[config.mk]
export PLATFORM = sky130hd
export DESIGN_NAME = dtt_front
export DESIGN_NICKNAME = d
export VERILOG_FILES = /design/src/hw/rtl/dtt_pkg.sv /design/src/hw/rtl/dtt_front.sv
export SDC_FILE = /design/constraint.sdc
export NUM_CORES = 1
export LEC_CHECK = 0
export ABC_AREA = 1
export BUFFER_PORTS_ARGS = -buffer_cell sky130_fd_sc_hd__clkbuf_2
export CAP_MARGIN = 5
export CELL_PAD_IN_SITES_DETAIL_PLACEMENT = 2
export CELL_PAD_IN_SITES_GLOBAL_PLACEMENT = 2
export CORE_ASPECT_RATIO = 0.7
export CORE_MARGIN = 2
export CORE_UTILIZATION = 32
export DETAILED_ROUTE_END_ITERATION = 16
export PLACE_DENSITY_LB_ADDON = 0.3
export SLEW_MARGIN = 20
export SYNTH_ARGS = -nofsm -noshare
export SYNTH_HDL_FRONTEND = slang
export SYNTH_SLANG_ARGS = --single-unit
[constraint.sdc]
create_clock -name clk -period 2.9 [get_ports clk]
set_input_delay 0.435 -clock clk [delete_from_list [all_inputs] [get_ports clk]]
set_output_delay 0.435 -clock clk [all_outputs]
set_load 0.02 [all_outputs]
[src/hw/rtl/dtt_pkg.sv]
// Shared types and constants for the dirty tile tracker.
// Used by dtt_front, dtt_back and dirty_tile_tracker; depends on nothing else.
package dtt_pkg;

	localparam int TILE_LOG2 = 5;
	localparam int TILE_SIZE = 1 << TILE_LOG2;
	localparam int DEF_MAX_TILES_X = 128;
	localparam int DEF_MAX_TILES_Y = 128;
	localparam int PIX_W = 13;
	localparam int RECTS_W = 7;
	localparam logic [RECTS_W-1:0] CAP_LIMIT = 7'd64;

	localparam logic [PIX_W-1:0] RST_SCREEN_WIDTH = 13'd1024;
	localparam logic [PIX_W-1:0] RST_SCREEN_HEIGHT = 13'd768;
	localparam logic [RECTS_W-1:0] RST_MAX_RECTS = 7'd1;

	localparam logic [1:0] REG_SCREEN_WIDTH = 2'd0;
	localparam logic [1:0] REG_SCREEN_HEIGHT = 2'd1;
	localparam logic [1:0] REG_MAX_RECTS = 2'd2;

	typedef enum logic [1:0] {
		CMD_MARK  = 2'd0,
		CMD_ALL   = 2'd1,
		CMD_FLUSH = 2'd2
	} cmd_t;

endpackage

[src/hw/rtl/dtt_front.sv]
// Front end of the dirty tile tracker: accepts command words, converts mark
// regions to tile bounds, drops no-op commands and queues the rest.
// Depends on dtt_pkg.
module dtt_front import dtt_pkg::*; #(
	parameter int MAX_TILES_X = DEF_MAX_TILES_X,
	parameter int MAX_TILES_Y = DEF_MAX_TILES_Y,
	localparam int TXW = $clog2(MAX_TILES_X + 1),
	localparam int TYW = $clog2(MAX_TILES_Y + 1)
) (
	input  logic           clk,
	input  logic           arst_n,
	input  logic           s_tvalid,
	output logic           s_tready,
	input  logic [55:0]    s_tdata,
	input  logic [1:0]     s_tuser,
	input  logic [TXW-1:0] ntx,
	input  logic [TYW-1:0] nty,
	output logic           q_valid,
	input  logic           q_ready,
	output cmd_t           q_kind,
	output logic [TXW-1:0] q_sx,
	output logic [TXW-1:0] q_ex,
	output logic [TYW-1:0] q_sy,
	output logic [TYW-1:0] q_ey
);

	logic [11:0] x, y;
	logic [12:0] rw, rh;
	logic [13:0] xe, ye, xt, yt, sx_w, sy_w, ex_w, ey_w;
	logic        keep, push, pop;

	cmd_t           kind_q [2];
	logic [TXW-1:0] sx_q [2];
	logic [TXW-1:0] ex_q [2];
	logic [TYW-1:0] sy_q [2];
	logic [TYW-1:0] ey_q [2];
	logic           wp_q, rp_q;
	logic [1:0]     cnt_q;

	always_comb begin
		x = s_tdata[11:0];
		y = s_tdata[23:12];
		rw = s_tdata[36:24];
		rh = s_tdata[49:37];
		xe = 14'(x) + 14'(rw);
		ye = 14'(y) + 14'(rh);
		xt = (xe + 14'(TILE_SIZE - 1)) >> TILE_LOG2;
		yt = (ye + 14'(TILE_SIZE - 1)) >> TILE_LOG2;
		ex_w = (xt > 14'(ntx)) ? 14'(ntx) : xt;
		ey_w = (yt > 14'(nty)) ? 14'(nty) : yt;
		sx_w = 14'(x >> TILE_LOG2);
		sy_w = 14'(y >> TILE_LOG2);
		keep = 1'b0;
		case (s_tuser)
			CMD_MARK:  keep = (sx_w < ex_w) && (sy_w < ey_w);
			CMD_ALL:   keep = 1'b1;
			CMD_FLUSH: keep = 1'b1;
			default:   keep = 1'b0;
		endcase
	end

	assign s_tready = (cnt_q != 2'd2);
	assign push = s_tvalid && s_tready && keep;
	assign q_valid = (cnt_q != 2'd0);
	assign pop = q_valid && q_ready;

	assign q_kind = kind_q[rp_q];
	assign q_sx = sx_q[rp_q];
	assign q_ex = ex_q[rp_q];
	assign q_sy = sy_q[rp_q];
	assign q_ey = ey_q[rp_q];

	always_ff @(posedge clk) begin
		if (push) begin
			kind_q[wp_q] <= cmd_t'(s_tuser);
			sx_q[wp_q] <= sx_w[TXW-1:0];
			ex_q[wp_q] <= ex_w[TXW-1:0];
			sy_q[wp_q] <= sy_w[TYW-1:0];
			ey_q[wp_q] <= ey_w[TYW-1:0];
		end
	end

	always_ff @(posedge clk or negedge arst_n) begin
		if (!arst_n) begin
			wp_q <= 1'b0;
			rp_q <= 1'b0;
			cnt_q <= 2'd0;
		end else begin
			if (push) wp_q <= ~wp_q;
			if (pop) rp_q <= ~rp_q;
			cnt_q <= cnt_q + 2'(push) - 2'(pop);
		end
	end

endmodule

==> summary.md, run 1 <==
| Metric | Value |
|---|---|
| Outcome | `stopped before the end` |
| Fail Step | `global routing (5_1_grt)` |
| Stop Error | `[ERROR DPL-0033] detailed placement checks failed during check placement.` |
| Worst EP Category | `register data pin` |
| CTS sink count | `68` |
| Placed wire-length estimate | `16300 um` |
| Sequential area share after synthesis | `around two fifths` |
| Die W | `154 um` |
| Initial Util | `32.6%` |
| Deepest clock path buffer count | `2` |
| GR repair worst EP | `sy_q[1][3]$_DFFE_PP_/DE` |
| Mapped cell area | `5040 sq um` |
| Mapped Cells | `605` |
| Unique masters post-synth | `34` |
| Chip height | `109 um` |
| Buffers added on ports | `105` |
| Syn_area_per_cell | `8.33 sq um` |
| I/O Pins | `about 110` |
| Flops & latches, synth | `68` |
| Largest net degree at the start of global routing | `33` |
| FP Rows | `38` |
| Synth warn | `0` |
| Placer Congestion | `0.871` |
| CTS root buf | `clkbuf_16` |
| Inserted Clock Buffers | `9` |
| H-tree depth | `3` |
| Initial antenna violation count | `3` |
what timing repair did:
| item | 4_1_cts |
|---|---|
| resized for setup | 168 |
| pin swaps | 72 |
| endpoints found under the setup margin | 99 |
| cloned | 6 |
| buffers inserted | 24 |
| endpoints found under the hold margin | 4 |
| hold buffers | 1 |
cells in the mapped netlist:
cell type    n  area, sq um
clkinv_1     4         15.0
xor2_1      10         87.6
o21ai_0     10         50.1
buf_2        1         5.00
dfrtp_1      4          100
clkbuf_1     8         30.0
nand3_1     14         70.1
o21ai_1      4         20.0
a31oi_1      3         18.8
nor2_1      22         82.6
a21oi_2      2         17.5
nand2_1    194          728
nand3b_1     3         22.5
ha_1        76          951
xnor2_1      7         61.3
inv_2        1         3.75
inv_1      107          402
o31ai_1      2         15.0
a21oi_1     28          140
conb_1       1         3.75
nand2_4      4         45.0
nand4_1      9         56.3
buf_4        3         22.5
o21a_1       2         15.0
a21boi_1     1         7.51
nand2_2      6         37.5
nor3_1       2         10.0
and3_1       2         12.5
nor3b_1      1         7.51
a21o_1       6         45.0
nand3_2      1         10.0
nor2_2       2         12.5
nor3_2       1         10.0
edfxtp_1    64         1920
cells by family after synthesis:
kind of cell | synth area share, %
buffers and inverters | 9.49
adder cells (fa/ha/maj) | 18.9
XOR/XNOR | 2.96
AO/OA/AOI/OAI | 6.53
AND/OR/NAND/NOR | 21.9
flip-flops | 40.1
other | 0.0744
per-stage QoR:
stage	area [sq um]	cells	hold slack, ps	setup TNS (ps)	setup slack [ps]
4_1_cts	8380	1058	352	-134800	-1870
3_5_place_dp	6890	1012	267	-202530	-2710
3_3_place_gp	6890	1012	250	-149370	-1940
2_1_floorplan	5310	606	139	-128730	-1910
==> run 2: changes to the inputs <==
Settings changed: CELL_PAD_IN_SITES_DETAIL_PLACEMENT 2 to unset, CELL_PAD_IN_SITES_GLOBAL_PLACEMENT 2 to unset, CORE_ASPECT_RATIO 0.7 to unset, CORE_UTILIZATION 32 to 30, PLACE_DENSITY_LB_ADDON 0.3 to 0.15.
==> run 2 against run 1 <==
Net effect: the flow now finishes, with violations (setup timing); area after synthesis unchanged; synthesized cell count is the same.
==> summary.md, run 2 <==
| Metric | Value |
|---|---|
| Placed cell count | `1027` |
| Sequential area share after synthesis | `40.1%` |
| LEAKAGE | `4.08 nW` |
| Setup TNS Final | `-116390 ps` |
| Worst slew margin | `54.4%` |
| Most frequent cells in the layout | `nand2_1, buf_4, clkbuf_2` |
| Max incr delay on CP | `280 ps` |
| Deepest clock path buffer count | `2` |
| Sequential share of power | `22.6%` |
| Clk_lat worst skew | `around 330 ps` |
| Top-count cell post-synth | `nand2_1` |
| Maxcap violations | `0` |
| F_max | `219 MHz` |
| Switch Pwr | `2.39 mW` |
| Clock network power share | `16.7%` |
| Hold path depth | `1` |
| Slew @ Worst Pin | `between 600 and 700 ps` |
| Hold WC Path Type | `input port to register` |
| Hold slack | `347 ps` |
| Worst Clk Skew | `~3.1 ps` |
| Syn_area_per_cell | `8.33 sq um` |
| Post-layout min period | `4560 ps` |
| Fin util | `50.0%` |
| Crit path max-delay family | `simple AND/OR/NAND/NOR gates` |
| Largest cells by area after synthesis | `edfxtp_1, ha_1, nand2_1` |
| Combinational share of power | `60.7%` |
| Count of final max-slew check failures | `0` |
| Outcome | `complete, but fails checks` |
| Post-Route WL | `roughly 14000 um` |
| Nature of the critical path startpoint | `input port` |
| Pwr/cell area | `713 nW/um^2` |
| Crit end category | `register` |
| Unique masters post-synth | `34` |
| Fill cells | `~1500` |
| Synth warn | `0` |
| First-pass GRT wire length | `22400 um` |
| RSZ-0062 raised after global routing | `true` |
| Hold Vio Cnt, Final | `0` |
| Critical Path AT | `roughly 4600 ps` |
| CP Launch Point | `s_tdata[40]` |
| Biggest regs | `ex_q: 16 flops, ey_q: 16 flops` |
| Design Area, Final | `8250 sq um` |
| Initial Util | `30.5%` |
| Most common cell after layout, fill and taps aside | `nand2_1` |
| Via count | `4778` |
| GRT Overall Usage | `roughly 16%` |
| Drt first pass iters | `4` |
| Post-synth EDFFs | `64` |
| Die area | `17800 sq um` |
| Overall Power | `5.89 mW` |
| Clock Pin Slew Worst Setup and Hold Paths | `~50 ps` |
| Area Growth Syn to Fin | `63.9%` |
| Place WS | `-2050 ps` |
| Asr flop ratio synth | `5.88%` |
| CTS sink count | `68` |
| Switching share of power | `40.6%` |
| H-tree depth | `3` |
| NumNets Final | `slightly above 1000` |
| R2R setup slack | `940 ps` |
| Inserted Clock Buffers | `9` |
| FP Rows | `47` |
| I/O Pins | `114` |
| Mapped cell area | `5040 sq um` |
| Placed instance area | `6900 sq um` |
| Power Internal | `3.50 mW` |
| Vias per Instance | `between 4 and 5` |
| Starting DRC count in detailed routing | `about 180` |
| Chip height | `134 um` |
| Vias in the first global route | `4699` |
| Placer Congestion | `0.854` |
| Initial antenna violation count | `0` |
| Placeable Area | `approximately 17000 sq um` |
| Area share of the largest cell type after synthesis | `38.2%` |
| HP Start | `s_tuser[0]` |
| Area of the multi-input gates | `about 3400 sq um` |
| Worst EP required | `slightly below 3000 ps` |
| Largest net degree at the start of global routing | `34` |
| CTS tree | `yes` |
| Die W | `134 um` |
| Final period util | `157%` |
| Crit path kind | `input port to register` |
| FF+latch area | `2020 sq um` |
| Ant diodes | `0` |
| Share of cells above drive strength 1 | `49.2%` |
| Post-synth top cells | `nand2_1, inv_1, ha_1` |
| Placed wire-length estimate | `10500 um` |
| Crit path max-delay cell type | `ha_1` |
| Buffers added on ports | `105` |
| R2R Path Start | `cnt_q[1]$_DFF_PN0_` |
| Final setup viols | `97` |
| GRT overflow | `0` |
| Primary FF master, synth | `edfxtp_1` |
| Post-route insts no fill | `1080` |
| Top cell type by total area after synthesis | `edfxtp_1` |
| Final worst slack | `-1660 ps` |
| Flops & latches, synth | `68` |
| Worst VDD drop | `524 uV` |
| Final routed DRC violation total | `0` |
| CTS root buf | `clkbuf_16` |
| Worst path depth | `33` |
| Worst-path maximum fanout | `7` |
| DRT antenna net count | `0` |
| WL/cell | `13.3 um` |
| Mapped Cells | `605` |
| Failing checks | `setup timing` |
| CP Buf/Inv Count | `9` |
| FF-to-FF path depth | `7` |
==> run 2: cell counts after synthesis <==
Identical to the previous run, type by type.
==> run 2: logic make-up (layout without fill, tap and decap cells) <==
| logic type | count (synthesis) | after routing | synth area share, % |
|---|---|---|---|
| DFF | 68 | 68 | 40.1 |
| and+or+nand+nor | 261 | 263 | 21.9 |
| other | 1 | 2 | 0.0744 |
| AOI/OAI and AO/OA | 58 | 58 | 6.53 |
| buffers and inverters | 124 | 376 | 9.49 |
| adders and majority gates | 76 | 76 | 18.9 |
| xor gates and xnor gates | 17 | 17 | 2.96 |
==> run 2: worst register-to-register path, stage by stage (launching register included) <==
cell,delay (ps)
dfrtp_1,360
inv_1,90
nor2_1,60
nor3b_1,570
nand2_4,150
nor2_4,170
buf_6,130
clkbuf_16,140
==> run 2: timing repair <==
item | in CTS | in global routing
setup endpoints to repair | 99 | 99
hold endpoints to repair | 4 | 0
pin swaps | 20 | 71
hold buffers | 1 | 0
buffers inserted | 26 | 18
gates resized for setup | 60 | 114
gates cloned | 3 | 1
==> run 2: cell type report <==
class | count | area share [%]
Multi-Input combinational cell | 416 | 40.9
Sequential cell | 68 | 24.5
Timing Repair Buffer | 248 | 22.3
Inverter | 112 | 5.65
Tap cell | 220 | 3.33
Clock buffer | 12 | 2.99
Clock inverter | 4 | 0.303
==> run 2: path summary, 6_finish.rpt <==
path | endpoint
max | ey_q[1][3]$_DFFE_PP_
min | kind_q[0][0]$_DFFE_PP_
min reg2reg | wp_q$_DFFE_PN0N_
min in group asynchronous | rp_q$_DFFE_PN0P_
max in group asynchronous | cnt_q[0]$_DFF_PN0_
max reg2reg | ey_q[1][3]$_DFFE_PP_
==> run 2: power by group through the flow <==
stage	Sequential [mW]	Clock [mW]	Combinational [mW]
after floorplan	1.34	0	1.63
after global placement	1.35	0	2.67
after detailed placement	1.35	0	2.71
after CTS	1.33	1.00	3.11
after global routing	1.34	1.04	3.92
final	1.33	0.983	3.58
==> run 2: per-layer routing <==
layer  routed length [um]  vias to the layer above  track usage, %
met4                  349                        0            4.73
met1                 6360                     2202            20.2
met5                    0                        -               0
li1                     -                     2449               -
met2                 7200                       99            27.1
met3                  466                       28            2.66
Note: power is estimated with default switching activity, not from simulation.
==> run 3: changes to the inputs <==
==> constraint.sdc (replaced) <==
create_clock -name clk -period 5.6 [get_ports clk]
set_input_delay 0.56 -clock clk [delete_from_list [all_inputs] [get_ports clk]]
set_output_delay 0.56 -clock clk [all_outputs]
set_load 0.02 [all_outputs]
==> run 3 against run 2 <==
Net effect: the run now ends clean; clock-buffer cell count is the same; die area is the same; hold slack lost 310 ps; sequential share of layout area grew 8.2 points; global-route usage shrank 2.4 points; worst setup slack gained 2200 ps; register-to-register slack gained 2900 ps; largest power group unchanged; critical endpoint is now cnt_q[1]$_DFF_PN0_.
==> summary.md, run 3 (synthesis results as in run 2) <==
| Metric | Value |
|---|---|
| Placer Congestion | `0.881` |
| Worst-path maximum fanout | `13` |
| LEAKAGE | `3.31 nW` |
| Drt first pass iters | `4` |
| DRT antenna net count | `0` |
| Area of the multi-input gates | `~2500 sq um` |
| Worst slew margin | `57.1%` |
| WL/cell | `12.3 um` |
| Share of cells above drive strength 1 | `19.7%` |
| Post-CTS resize count | `0` |
| Worst Clk Skew | `5.51 ps` |
| Largest net degree at the start of global routing | `34` |
| Clk_lat worst skew | `between 300 and 400 ps` |
| Post-Route WL | `11500 um` |
| Crit path kind | `input port to register` |
| FP Rows | `47` |
| Switch Pwr | `0.980 mW` |
| Vias per Instance | `~4.4` |
| GRT Overall Usage | `13.3%` |
| Crit end category | `register` |
| Post-CTS Setup Bufs | `0` |
| CTS root buf | `clkbuf_16` |
| Most common cell after layout, fill and taps aside | `nand2_1` |
| Setup TNS Final | `0 ps` |
| Cell repeated most along the worst path | `nand2_1` |
| Die W | `between 100 and 150 um` |
| Buffers added on ports | `105` |
| Crit path max-delay cell type | `ha_1` |
| Clock network power share | `24.3%` |
| Post-layout min period | `5040 ps` |
| Via count | `4139` |
| H-tree depth | `3` |
| Place WS | `153 ps` |
| Deepest clock path buffer count | `2` |
| Critical Path AT | `between 5000 and 6000 ps` |
| Ant diodes | `0` |
| First-pass GRT wire length | `18700 um` |
| Post-route insts no fill | `940` |
| Placed wire-length estimate | `9270 um` |
| FF+latch area | `2020 sq um` |
| Outcome | `completed` |
| Pwr/cell area | `390 nW/um^2` |
| Worst VDD drop | `233 uV` |
| F_max | `just under 200 MHz` |
| RSZ-0062 raised after global routing | `false` |
| Starting DRC count in detailed routing | `183` |
| Maxcap violations | `0` |
| Count of final max-slew check failures | `0` |
| Inserted Clock Buffers | `9` |
| FF-to-FF path depth | `6` |
| Final routed DRC violation total | `0` |
| Initial Util | `30.5%` |
| Nature of the critical path startpoint | `input port` |
| Clock Pin Slew Worst Setup and Hold Paths | `50 ps` |
| Sequential share of power | `28.5%` |
| Combinational share of power | `a little under half` |
| Hold WC Path Type | `input port to async pin` |
| Final period util | `90.0%` |
| Final worst slack | `561 ps` |
| Switching share of power | `40.6%` |
| NumNets Final | `869` |
| Die area | `17800 sq um` |
| Initial antenna violation count | `0` |
| Chip height | `134 um` |
| GRT overflow | `0` |
| Final setup viols | `0` |
| Power Internal | `1.43 mW` |
| I/O Pins | `114` |
| Overall Power | `approximately 2.4 mW` |
| Slew @ Worst Pin | `643 ps` |
| Area Growth Syn to Fin | `22.9%` |
| Placed cell count | `~920` |
| CTS tree | `yes` |
| Placeable Area | `16500 sq um` |
| Worst EP required | `5850 ps` |
| Placed instance area | `5880 sq um` |
| Hold-fix buffers, CTS | `0` |
| Vias in the first global route | `3913` |
| Fill cells | `1723` |
| Most frequent cells in the layout | `nand2_1, inv_1, clkbuf_2` |
| Hold Vio Cnt, Final | `0` |
| Biggest regs | `ex_q: 16 flops, ey_q: 16 flops` |
| Design Area, Final | `6190 sq um` |
| CTS sink count | `68` |
| Max incr delay on CP | `between 300 and 400 ps` |
[run 3: cell types whose count changed in the layout (fill, tap and decap cells not counted), sizes merged]
cell and change:
buf -144, clkbuf +7, clkinvlp -3, bufinv +2
inv +2, nand2 -2, clkinv -1, dlygate4sd3 -1
[run 3: power groups by stage]
stage	registers (mW)	clock network (mW)	logic [mW]
after CTS	0.688	0.602	1.16
final	0.687	0.588	1.14
after detailed placement	0.697	0	1.16
after global placement	0.695	0	1.14
after global routing	0.693	0.620	1.29
after floorplan	0.695	0	0.788
[run 3: layout make-up]
type	count	share of cell area, %
clock inverters	4	1.19
repair buffers	110	9.90
multi-input cells	414	41.2
inverters	112	6.79
flip-flops and latches	68	32.7
well taps	220	4.45
clock buffers	12	3.82
[run 3: metrics by stage]
| stage | hold WS (ps) | utilization, % |
|---|---|---|
| after CTS | 21.2 | 37.5 |
| after global routing | 26.6 | 37.5 |
| after global placement | 373 | 35.6 |
| after floorplan | 264 | - |
| after detailed placement | 377 | 35.6 |
| final | 34.2 | 37.5 |
[run 3: layer usage]
layer	part of all wire [%]	global-route usage [%]
met1	47	17.5
met2	47	22.0
met3	4.7	3.12
met4	1.1	3.96
met5	0	0
[run 3: worst max-delay path: cells and delay by family]
family | cells | cell delay (ps)
adders and majority gates | 5 | 1370
xor gates and xnor gates | 3 | 590
AOI/OAI and AO/OA | 5 | 910
and+or+nand+nor | 16 | 1360
buffers and inverters | 8 | 510
[run 3: worst paths after layout]
check,slack [ps],end,start
min,30,cnt_q[0]$_DFF_PN0_,arst_n
max reg2reg,3870,ex_q[0][1]$_DFFE_PP_,cnt_q[1]$_DFF_PN0_
max in group asynchronous,5430,rp_q$_DFFE_PN0P_,arst_n
min reg2reg,480,wp_q$_DFFE_PN0N_,wp_q$_DFFE_PN0N_
min in group clk,470,kind_q[0][0]$_DFFE_PP_,s_tuser[0]
max,560,cnt_q[1]$_DFF_PN0_,s_tdata[16]
==> run 4: changes to the inputs <==
Settings changed: CELL_PAD_IN_SITES_DETAIL_PLACEMENT set to 1, CELL_PAD_IN_SITES_GLOBAL_PLACEMENT set to 2, CORE_UTILIZATION 30 to 35.
==> run 4 against run 3 <==
Net effect: core utilization rose by 6.4 points; clock power shrank 8.3%; design area is 0.83% lower; total power fell by 1.3%; worst setup slack got worse by 1.0 ps; critical path type unchanged; largest cell class unchanged.
==> summary.md, run 4 (synthesis results as in run 2) <==
| Metric | Value |
|---|---|
| Outcome | `completed` |
| R2R setup slack | `3640 ps` |
| FF+latch area | `slightly above 2000 sq um` |
| Final period util | `90.0%` |
| Hold-fix buffers, CTS | `0` |
| Ant diodes | `0` |
| Fin util | `43.9%` |
| Post-CTS resize count | `0` |
| Nature of the critical path startpoint | `input port` |
| Post-Route WL | `12300 um` |
| Crit path kind | `input port to register` |
| Most common cell after layout, fill and taps aside | `nand2_1` |
| Area of the multi-input gates | `between 2000 and 3000 sq um` |
| LEAKAGE | `3.31 nW` |
| Via count | `approximately 4200` |
| Hold Vio Cnt, Final | `0` |
| Largest net degree at the start of global routing | `34` |
| Post-layout min period | `5040 ps` |
| Clock Pin Slew Worst Setup and Hold Paths | `50 ps` |
| Crit end category | `register` |
| Worst VDD drop | `~170 uV` |
| Worst-path maximum fanout | `21` |
| Deepest clock path buffer count | `2` |
| Vias in the first global route | `4186` |
| CTS tree | `yes` |
| Max incr delay on CP | `330 ps` |
| Die W | `about 120 um` |
| Hold WC Path Type | `input port to async pin` |
| Die area | `15400 sq um` |
| Worst slew margin | `60.6%` |
| Post-CTS Setup Bufs | `0` |
| FF-to-FF path depth | `4` |
| Fill cells | `approximately 1700` |
| Worst path depth | `35` |
| Reg-to-Reg End | `rp_q$_DFFE_PN0P_` |
| DRT antenna net count | `0` |
| GRT Overall Usage | `between 10% and 20%` |
| First-pass GRT wire length | `19500 um` |
| Drt first pass iters | `4` |
| Initial antenna violation count | `0` |
| Final routed DRC violation total | `0` |
| Clk_lat worst skew | `between 300 and 400 ps` |
| Buffers added on ports | `105` |
| Critical Path AT | `5070 ps` |
| Count of final max-slew check failures | `0` |
| CP Capture Point | `ey_q[1][1]$_DFFE_PP_` |
| Biggest regs | `ex_q: 16 flops, ey_q: 16 flops` |
| Vias per Instance | `around 4.7` |
| GRT overflow | `0` |
| I/O Pins | `114` |
| Area Growth Syn to Fin | `21.9%` |
| Most frequent cells in the layout | `nand2_1, inv_1, clkbuf_2` |
| WL/cell | `13.6 um` |
| CTS root buf | `clkbuf_16` |
| Final setup viols | `0` |
| Slew @ Worst Pin | `about 590 ps` |
| Cell repeated most along the worst path | `nand2_1` |
| NumNets Final | `873` |
| FP Rows | `43` |
| CP Launch Point | `s_tdata[16]` |
| Crit path max-delay cell type | `ha_1` |
| Overall Power | `2.38 mW` |
| R2R Path Start | `rp_q$_DFFE_PN0P_` |
| Worst Clk Skew | `6.01 ps` |
| F_max | `198 MHz` |
| Starting DRC count in detailed routing | `182` |
| Placer Congestion | `about 0.8` |
| Chip height | `124 um` |
| Placed wire-length estimate | `10300 um` |
| Place WS | `16.1 ps` |
| Crit path max-delay family | `simple AND/OR/NAND/NOR gates` |
| Final worst slack | `560 ps` |
| Share of cells above drive strength 1 | `19.9%` |
| Worst EP required | `5630 ps` |
| Pwr/cell area | `388 nW/um^2` |
| Initial Util | `between 30 and 40%` |
| CP Buf/Inv Count | `7` |
| CTS sink count | `68` |
| Maxcap violations | `0` |
| Placeable Area | `14000 sq um` |
| Inserted Clock Buffers | `9` |
| H-tree depth | `3` |
[run 4: cell types whose count changed in the layout (fill, tap and decap cells not counted)]
cell       delta
buf_4         +4
clkinv_1      +2
buf_12        -1
buf_6         +1
bufinv_16     -1
clkbuf_1      +1
clkbuf_8      +1
clkinv_2      -1
clkinv_4      -1
inv_1         -1
o21ai_0       -1
o21ai_1       +1
[run 4: worst reg2reg max path, cell delays in order (launching register included)]
cell      delay [ps]
dfrtp_1          320
buf_4            340
clkinv_1         590
buf_4            420
xor2_1           180
[run 4: routing by layer]
metal | track usage [%] | wire length [um] | share of wire, % | vias up
li1 | - | - | - | 2177
met1 | 21.1 | 5710 | 47 | 1951
met2 | 29.3 | 6020 | 49 | 72
met3 | 2.15 | 345 | 2.8 | 15
met4 | 5.27 | 185 | 1.5 | 0
met5 | 0 | 0 | 0 | -
[run 4: worst min-delay path by stage]
stage	from	end	slack, ps	cells past startpoint
finish	arst_n	rp_q$_DFFE_PN0P_	30	1
global route	arst_n	rp_q$_DFFE_PN0P_	30	1
CTS	arst_n	rp_q$_DFFE_PN0P_	10	1
detailed placement	arst_n	rp_q$_DFFE_PN0P_	380	1
global placement	arst_n	rp_q$_DFFE_PN0P_	370	1
floorplan	arst_n	cnt_q[0]$_DFF_PN0_	260	0
[run 4: cell type report]
type	count	share of cell area, %
Multi-Input combinational cell	414	41.5
Sequential cell	68	32.9
Timing Repair Buffer	114	10.3
Inverter	112	6.85
Clock buffer	14	4.14
Tap cell	180	3.67
Clock inverter	2	0.550
[run 4: metrics by stage]
| step | TNS, ps | std cells | hold slack [ps] | instance area, sq um |
|---|---|---|---|---|
| floorplan | 0 | 606 | 264 | 5040 |
| detailed placement | 0 | 888 | 377 | 5840 |
| CTS | 0 | 904 | 13.9 | 6130 |
| finish | 0 | 904 | 30.1 | 6140 |
| global placement | 0 | 888 | 371 | 5840 |
| global route | -0.991 | 904 | 29.0 | 6140 |
[run 4: power by group]
group | total [mW] | switching [mW] | leakage [nW] | internal, mW
Clock | 0.539 | 0.184 | 0.139 | 0.355
Combinational | 1.15 | 0.766 | 2.54 | 0.387
Sequential | 0.690 | 0.0197 | 0.631 | 0.670
Total | 2.38 | 0.970 | 3.31 | 1.41
